**config.mk**
```make
export PLATFORM = sky130hd
export DESIGN_NAME = rdcc_seq_flat
export DESIGN_NICKNAME = d
export VERILOG_FILES = /design/src/rtl/core/rect_distinct_color_count_unit_assert.svh /design/src/rtl/core/rdcc_pkg.sv /design/src/rtl/core/rdcc_in_if.sv /design/src/rtl/core/rdcc_seq.sv /design/src/flat_wrapper.sv
export SDC_FILE = /design/constraint.sdc
export NUM_CORES = 1
export LEC_CHECK = 0
export BUFFER_PORTS_ARGS = -buffer_cell sky130_fd_sc_hd__buf_2
export CELL_PAD_IN_SITES_DETAIL_PLACEMENT = 1
export CELL_PAD_IN_SITES_GLOBAL_PLACEMENT = 2
export CORE_AREA = 2 2 221 136
export CTS_BUF_LIST = sky130_fd_sc_hd__clkbuf_4 sky130_fd_sc_hd__clkbuf_8
export DETAILED_ROUTE_END_ITERATION = 10
export DIE_AREA = 0 0 223 138
export GPL_TIMING_DRIVEN = 0
export PLACE_DENSITY = 0.93
export SYNTH_ARGS = -nofsm -noshare
export SYNTH_HDL_FRONTEND = slang
export SYNTH_SLANG_ARGS = --single-unit
export TNS_END_PERCENT = 30
```
**constraint.sdc**
```tcl
create_clock -name i_clk -period 3.9 [get_ports i_clk]
set_input_delay 0 -clock i_clk [delete_from_list [all_inputs] [get_ports i_clk]]
set_output_delay 0 -clock i_clk [all_outputs]
set_load 0.01 [all_outputs]
```
**src/rtl/core/rect_distinct_color_count_unit_assert.svh**
```systemverilog
// ----------------------------------------------------------------------------
// Assertion macros for the rectangle distinct-color counter
// Clocked implication checks with a reset disable.
// ----------------------------------------------------------------------------
`ifndef RECT_DISTINCT_COLOR_COUNT_UNIT_ASSERT_SVH
`define RECT_DISTINCT_COLOR_COUNT_UNIT_ASSERT_SVH

// same-cycle implication
`define RDCC_ASSERT_IMP(lbl, clk, rst_n, ante, cons, msg) \
    lbl: assert property (@(posedge clk) disable iff (!(rst_n)) (ante) |-> (cons)) \
        else $error(msg);

// next-cycle implication
`define RDCC_ASSERT_NXT(lbl, clk, rst_n, ante, cons, msg) \
    lbl: assert property (@(posedge clk) disable iff (!(rst_n)) (ante) |=> (cons)) \
        else $error(msg);

`endif

```
**src/rtl/core/rdcc_pkg.sv**
```systemverilog
// ----------------------------------------------------------------------------
// rdcc_pkg
// Sizes, command codes and shared types of the distinct-color counter.
// ----------------------------------------------------------------------------
package rdcc_pkg;

    localparam int MAX_POINTS     = 256;
    localparam int COORD_BITS     = 16;
    localparam int COLOR_BITS     = 16;
    localparam int FIELD_BITS     = 16;
    localparam int OUT_COUNT_BITS = 9;
    localparam int IDX_BITS       = $clog2(MAX_POINTS);
    localparam int CNT_BITS       = IDX_BITS + 1;

    typedef enum logic [1:0] {
        CMD_CLEAR  = 2'd0,
        CMD_INSERT = 2'd1,
        CMD_QUERY  = 2'd2
    } t_cmd;

    typedef struct packed {
        logic [COORD_BITS-1:0] x;
        logic [COORD_BITS-1:0] y;
        logic [COLOR_BITS-1:0] color;
    } t_entry;

    localparam int ENTRY_BITS = $bits(t_entry);

    typedef struct packed {
        logic                we;
        logic [IDX_BITS-1:0] waddr;
        t_entry              wdata;
        logic                re;
        logic [IDX_BITS-1:0] raddr;
    } t_mem_req;

    typedef struct packed {
        logic                      valid;
        logic [OUT_COUNT_BITS-1:0] count;
        logic                      status;
    } t_result;

    typedef struct packed {
        logic                busy;
        logic [CNT_BITS-1:0] count;
    } t_seq_stat;

endpackage

```
**src/rtl/core/rdcc_in_if.sv**
```systemverilog
// ----------------------------------------------------------------------------
// rdcc_in_if
// Command channel: valid/ready with the command item payload.
// ----------------------------------------------------------------------------
interface rdcc_in_if import rdcc_pkg::*; ();
    logic                  valid;
    logic                  ready;
    logic [1:0]            cmd;
    logic [FIELD_BITS-1:0] point_x;
    logic [FIELD_BITS-1:0] point_y;
    logic [FIELD_BITS-1:0] point_color;
    logic [FIELD_BITS-1:0] rect_x_low;
    logic [FIELD_BITS-1:0] rect_y_low;
    logic [FIELD_BITS-1:0] rect_x_high;
    logic [FIELD_BITS-1:0] rect_y_high;

    modport source (
        output valid, cmd, point_x, point_y, point_color,
               rect_x_low, rect_y_low, rect_x_high, rect_y_high,
        input  ready
    );
    modport sink (
        input  valid, cmd, point_x, point_y, point_color,
               rect_x_low, rect_y_low, rect_x_high, rect_y_high,
        output ready
    );
endinterface

```
**src/rtl/core/rdcc_seq.sv**
```systemverilog
// ----------------------------------------------------------------------------
// rdcc_seq
// Command sequencer: insertion shift and query scan over the point RAM.
// ----------------------------------------------------------------------------
module rdcc_seq import rdcc_pkg::*; (
    input  logic        i_clk,
    input  logic        i_rst_n,
    rdcc_in_if.sink     i_in,
    output t_mem_req    o_mem_req,
    input  t_entry      i_rd_data,
    output t_result     o_res,
    input  logic        i_res_take,
    output t_seq_stat   o_stat
);

    typedef enum logic [2:0] {
        S_IDLE,
        S_INS,
        S_PUT,
        S_QRY,
        S_DONE
    } t_state;

    t_state                    r_state, n_state;
    logic [CNT_BITS-1:0]       r_count, n_count;
    logic [IDX_BITS-1:0]       r_k, n_k;
    t_entry                    r_new, n_new;
    logic [COORD_BITS-1:0]     r_xl, n_xl, r_yl, n_yl, r_xh, n_xh, r_yh, n_yh;
    logic [CNT_BITS-1:0]       r_runs, n_runs;
    logic [COLOR_BITS-1:0]     r_prev, n_prev;
    logic                      r_have_prev, n_have_prev;
    logic [OUT_COUNT_BITS-1:0] r_res_count, n_res_count;
    logic                      r_res_status, n_res_status;
    t_mem_req                  mem_req;
    logic                      hit;
    logic                      last;

    assign i_in.ready = (r_state == S_IDLE);

    always_comb begin
        n_state      = r_state;
        n_count      = r_count;
        n_k          = r_k;
        n_new        = r_new;
        n_xl         = r_xl;
        n_yl         = r_yl;
        n_xh         = r_xh;
        n_yh         = r_yh;
        n_runs       = r_runs;
        n_prev       = r_prev;
        n_have_prev  = r_have_prev;
        n_res_count  = r_res_count;
        n_res_status = r_res_status;
        mem_req      = '0;

        hit  = (i_rd_data.x >= r_xl) && (i_rd_data.x <= r_xh) &&
               (i_rd_data.y >= r_yl) && (i_rd_data.y <= r_yh);
        last = ((CNT_BITS'(r_k) + CNT_BITS'(1)) == r_count);

        unique case (r_state)
            S_IDLE: begin
                if (i_in.valid) begin
                    n_res_count  = '0;
                    n_res_status = 1'b0;
                    n_state      = S_DONE;
                    unique case (t_cmd'(i_in.cmd))
                        CMD_CLEAR: begin
                            n_count = '0;
                        end
                        CMD_INSERT: begin
                            n_new.x     = i_in.point_x[COORD_BITS-1:0];
                            n_new.y     = i_in.point_y[COORD_BITS-1:0];
                            n_new.color = i_in.point_color[COLOR_BITS-1:0];
                            if (r_count >= CNT_BITS'(MAX_POINTS)) begin
                                n_res_status = 1'b1;
                            end else begin
                                n_count = r_count + CNT_BITS'(1);
                                if (r_count == '0) begin
                                    mem_req.we    = 1'b1;
                                    mem_req.waddr = '0;
                                    mem_req.wdata = n_new;
                                end else begin
                                    // walk down from the top, shifting larger colors up
                                    mem_req.re    = 1'b1;
                                    mem_req.raddr = IDX_BITS'(r_count - CNT_BITS'(1));
                                    n_k           = r_count[IDX_BITS-1:0];
                                    n_state       = S_INS;
                                end
                            end
                        end
                        CMD_QUERY: begin
                            n_xl        = i_in.rect_x_low[COORD_BITS-1:0];
                            n_yl        = i_in.rect_y_low[COORD_BITS-1:0];
                            n_xh        = i_in.rect_x_high[COORD_BITS-1:0];
                            n_yh        = i_in.rect_y_high[COORD_BITS-1:0];
                            n_runs      = '0;
                            n_have_prev = 1'b0;
                            if (r_count != '0) begin
                                mem_req.re    = 1'b1;
                                mem_req.raddr = '0;
                                n_k           = '0;
                                n_state       = S_QRY;
                            end
                        end
                        default: begin
                        end
                    endcase
                end
            end
            S_INS: begin
                // read data holds entry r_k-1
                if (i_rd_data.color > r_new.color) begin
                    mem_req.we    = 1'b1;
                    mem_req.waddr = r_k;
                    mem_req.wdata = i_rd_data;
                    n_k           = r_k - IDX_BITS'(1);
                    if (r_k == IDX_BITS'(1)) begin
                        n_state = S_PUT;
                    end else begin
                        mem_req.re    = 1'b1;
                        mem_req.raddr = r_k - IDX_BITS'(1) - IDX_BITS'(1);
                    end
                end else begin
                    mem_req.we    = 1'b1;
                    mem_req.waddr = r_k;
                    mem_req.wdata = r_new;
                    n_state       = S_DONE;
                end
            end
            S_PUT: begin
                mem_req.we    = 1'b1;
                mem_req.waddr = r_k;
                mem_req.wdata = r_new;
                n_state       = S_DONE;
            end
            S_QRY: begin
                // table is color-sorted, so a new run means a new color
                if (hit && (!r_have_prev || (r_prev != i_rd_data.color))) begin
                    n_runs      = r_runs + CNT_BITS'(1);
                    n_prev      = i_rd_data.color;
                    n_have_prev = 1'b1;
                end
                if (last) begin
                    n_res_count = OUT_COUNT_BITS'(n_runs);
                    n_state     = S_DONE;
                end else begin
                    mem_req.re    = 1'b1;
                    mem_req.raddr = r_k + IDX_BITS'(1);
                    n_k           = r_k + IDX_BITS'(1);
                end
            end
            S_DONE: begin
                if (i_res_take) begin
                    n_state = S_IDLE;
                end
            end
            default: begin
                n_state = S_IDLE;
            end
        endcase
    end

    always_ff @(posedge i_clk) begin
        if (!i_rst_n) begin
            r_state <= S_IDLE;
            r_count <= '0;
        end else begin
            r_state <= n_state;
            r_count <= n_count;
        end
        r_k          <= n_k;
        r_new        <= n_new;
        r_xl         <= n_xl;
        r_yl         <= n_yl;
        r_xh         <= n_xh;
        r_yh         <= n_yh;
        r_runs       <= n_runs;
        r_prev       <= n_prev;
        r_have_prev  <= n_have_prev;
        r_res_count  <= n_res_count;
        r_res_status <= n_res_status;
    end

    assign o_mem_req    = mem_req;
    assign o_res.valid  = (r_state == S_DONE);
    assign o_res.count  = r_res_count;
    assign o_res.status = r_res_status;
    assign o_stat.busy  = (r_state != S_IDLE);
    assign o_stat.count = r_count;

endmodule

```
**src/flat_wrapper.sv**
```systemverilog
// flat-port wrapper written by rule: the top's interface ports become plain ports
module rdcc_seq_flat import rdcc_pkg::*;
  (i_clk, i_rst_n, o_mem_req, i_rd_data, o_res, i_res_take, o_stat, i_in_valid, i_in_cmd, i_in_point_x, i_in_point_y, i_in_point_color, i_in_rect_x_low, i_in_rect_y_low, i_in_rect_x_high, i_in_rect_y_high, i_in_ready);
  rdcc_in_if i_in_i ();
  input  logic i_clk;
  input  logic i_rst_n;
  output t_mem_req o_mem_req;
  input  t_entry i_rd_data;
  output t_result o_res;
  input  logic i_res_take;
  output t_seq_stat o_stat;
  input wire logic [$bits(i_in_i.valid)-1:0] i_in_valid;
  input wire logic [$bits(i_in_i.cmd)-1:0] i_in_cmd;
  input wire logic [$bits(i_in_i.point_x)-1:0] i_in_point_x;
  input wire logic [$bits(i_in_i.point_y)-1:0] i_in_point_y;
  input wire logic [$bits(i_in_i.point_color)-1:0] i_in_point_color;
  input wire logic [$bits(i_in_i.rect_x_low)-1:0] i_in_rect_x_low;
  input wire logic [$bits(i_in_i.rect_y_low)-1:0] i_in_rect_y_low;
  input wire logic [$bits(i_in_i.rect_x_high)-1:0] i_in_rect_x_high;
  input wire logic [$bits(i_in_i.rect_y_high)-1:0] i_in_rect_y_high;
  output wire logic [$bits(i_in_i.ready)-1:0] i_in_ready;
  assign i_in_i.valid = i_in_valid;
  assign i_in_i.cmd = i_in_cmd;
  assign i_in_i.point_x = i_in_point_x;
  assign i_in_i.point_y = i_in_point_y;
  assign i_in_i.point_color = i_in_point_color;
  assign i_in_i.rect_x_low = i_in_rect_x_low;
  assign i_in_i.rect_y_low = i_in_rect_y_low;
  assign i_in_i.rect_x_high = i_in_rect_x_high;
  assign i_in_i.rect_y_high = i_in_rect_y_high;
  assign i_in_ready = i_in_i.ready;
  rdcc_seq u_core (.i_clk(i_clk), .i_rst_n(i_rst_n), .i_in(i_in_i), .o_mem_req(o_mem_req), .i_rd_data(i_rd_data), .o_res(o_res), .i_res_take(i_res_take), .o_stat(o_stat));
endmodule
```
==> impl_metrics.ini <==
[global_route]
overflow = 0
grt_pass1_vias = 9388
grt_max_degree = 65
grt_antenna_before_repair = 4
grt_pass1_wl_um = 57000
grt_usage_pct = 24.9

[routing]
routedWlPerCell_um = 22.1
via_count = 8894
initialDrtViolationCount = 512
drc = 0
postRouteAntennaNets = 0
wl_um = 37700
dr.pass1.iters = 5
via_per_inst = 5.22

[yosys]
synth_cell_type_count = 59
synth_edf_count = 156
synth_area_um2 = 9920
synth_seq_cells = 168
synth.avg_cell_area_um2 = 11.0
async_reset_ff_share_pct = 0
synth_seq_area_share_pct = 49.7
syn_inst = 902
synth-main-ff-cell = edfxtp_1
synth_top_area_share_pct = 47.2
yosysWarnings = 0
synth.area.top_cells = edfxtp_1 47%, ha_1 11%, a22o_1 4.1%
synth_top_area_cell = edfxtp_1
syn_nets = 1158

[placed_design]
placed_cell_area_um2 = 11700
port_buffers = 253
place_inst = 1538
gp_congestion = 0.880
hpwlAfterDp_um = 27100
place_ws_ps = -139

[sta]
skew_ps = 22.8
setup_viol = 0
final_max_slew_viol_count = 0
max_freq_mhz = 267
rsz0062_at_grt = yes
hold_viol = 0
worst_slew_pin_slew_ps = 1160
min_period_over_period_pct = 96.1
finalCriticalPeriod_ps = 3750
layout_setup_ws_ps = 151
maxSlewHeadroom_pct = 22.2

[job]
maxCapViolations = 0

[worst_setup_path]
critical_path_required_ps = 3900
reg2reg_from = u_core.r_xh[15]
startpoint = u_core.r_new[9]
arrival_ps = 3750
crit_type = register to primary output
startpoint_type = register
path_max_fanout = 10
end_kind = primary output

[clocking]
clkSinkCount = 168
cts_setup_buffers = 0
cts_tree = built
cts-root-buf = clkbuf_8
clk_latency_ps = 510
htreeDepth = 4
clkSlewWorstSetupHoldPaths_ps = 110
cts_buffers = 17
cts.path.max_buffers = 2

[floorplan]
start_util_pct = 34.1
coreArea_um2 = 29100
die-area_um2 = 30800
die_x_um = 223
io_pins = 254
die_y_um = 138
rows = 49

[power]
leakage_nw = 6.26
power_density_nw_per_um2 = 307
irDropWorstVdd_v = 0.000198

[cells_and_area]
multi_input_area_um2 = 4470
final.fill_count = 3270
area_growth_syn_to_layout_pct = 35.4
seq_area_um2 = 4920
drive_above_1_share_pct = 23.9
nets = 1561
layout.cells.non_filler = 1705
finalInstanceArea_um2 = 13400

[hold_path]
hold_path_class = input pin to register
holdCritStartpoint = i_in_valid

[status]
outcome = finished clean
==> kinds of logic after synthesis <==
logic type	after synthesis	synth area share (%)
mux	2	0.202
compound gates	239	16.7
flops	168	49.7
buf+inv	140	5.55
simple gates	206	11.0
fa+ha+maj	90	11.4
xor+xnor	57	5.46
==> worst paths after layout <==
kind                         endpoint  slack (ps)  depth (start not counted)
setup / recovery        o_mem_req[43]         150                         11
hold / removal    u_core.r_res_status          70                          3
setup reg to reg    u_core.r_prev[15]         330                          8
hold reg to reg     u_core.r_count[8]         680                          2
==> timing repair <==
action | CTS | global route
setup endpoints to repair | 60 | 45
endpoints found under the hold margin | 133 | 0
hold buffers | 131 | 0
resized for setup | 5 | 12
==> cell usage after synthesis, types with 2 or more instances <==
library cell  instances
a2111oi_0             5
nor2b_1               4
ha_1                 90
nor4_1                5
nand3b_1              9
nand4_1              13
o21ai_1              16
and4_1               11
nor3_1                8
o21ai_0              19
a32oi_1               2
o211ai_1              8
mux2i_1               2
a211o_1               2
o31ai_1              10
nand2b_1              7
nor2_1               37
a211oi_1              6
and3_1                8
a31oi_1               2
o21a_1                4
and2_1               15
a22o_1               46
dfxtp_1              12
nand2_1              44
a22oi_1               4
nand3_1              27
inv_1                95
or4_1                 7
a21oi_1              51
a21o_1               52
edfxtp_1            156
a221oi_1              2
inv_2                 3
xnor2_1              30
xnor3_1               2
xor2_1               24
or3_1                 6
buf_2                11
or2_1                 2
clkbuf_1             27
==> per-stage QoR <==
stage	hold slack, ps	power [mW]	util [%]	setup TNS (ps)
after floorplan	98.9	2.43	-	0
after global placement	179	2.70	40.0	-5130
after detailed placement	179	2.73	40.1	-1110
after CTS	15.8	4.14	46.0	0
after global routing	66.8	4.29	46.1	-165
final	66.1	4.13	46.1	0
==> layer usage <==
layer  vias up  wire, µm  track usage (%)
li1       4137         -                -
met1      4426     17800             34.2
met2       286     17400             40.1
met3        45      1710             4.46
met4         0       809             7.70
met5         -         0                0
==> placed cells by master (no fill, tap or decap), drive strengths merged, types with 35 or more instances in the layout <==
| master | count |
|---|---|
| buf | 270 |
| edfxtp | 156 |
| dlygate4sd3 | 131 |
| inv | 99 |
| ha | 90 |
| a21o | 52 |
| a21oi | 51 |
| a22o | 46 |
| clkbuf | 45 |
| nand2 | 44 |
| nor2 | 38 |
| o21ai | 35 |
==> worst max-delay path, stage by stage (launching register included) <==
cell and delay, ps:
edfxtp_1 370, inv_1 70, ha_1 310, and4_1 200, nand3_1 150, o21ai_1 220, a211oi_2 90, nor3_2 550
buf_1 760, a22o_1 290, a21o_1 100, buf_2 130
==> final cells by class <==
| class | instances | share of cell area, % |
|---|---|---|
| Antenna cell | 5 | 0.0932 |
| Buffer | 40 | 1.36 |
| Clock buffer | 21 | 1.97 |
| Clock inverter | 11 | 0.932 |
| Inverter | 99 | 2.77 |
| Multi-Input combinational cell | 594 | 33.3 |
| Sequential cell | 168 | 36.7 |
| Tap cell | 382 | 3.56 |
| Timing Repair Buffer | 385 | 19.3 |
==> sequential cells by signal (all words and copies together) (netlist names), 3 cells and up <==
name,cells
u_core.r_new,48
u_core.r_xh,16
u_core.r_runs,9
u_core.r_xl,16
u_core.r_yh,16
u_core.r_yl,16
u_core.r_k,8
u_core.r_prev,16
u_core.r_count,9
u_core.r_state,3
u_core.r_res_count,9
==> power breakdown <==
part	internal, mW	switching [mW]	total [mW]	leakage, nW
combinational	0.327	0.406	0.733	4.53
sequential	2.04	0.0325	2.08	1.54
clock	0.598	0.717	1.32	0.195
No activity file was read; power rests on OpenSTA's default activity.
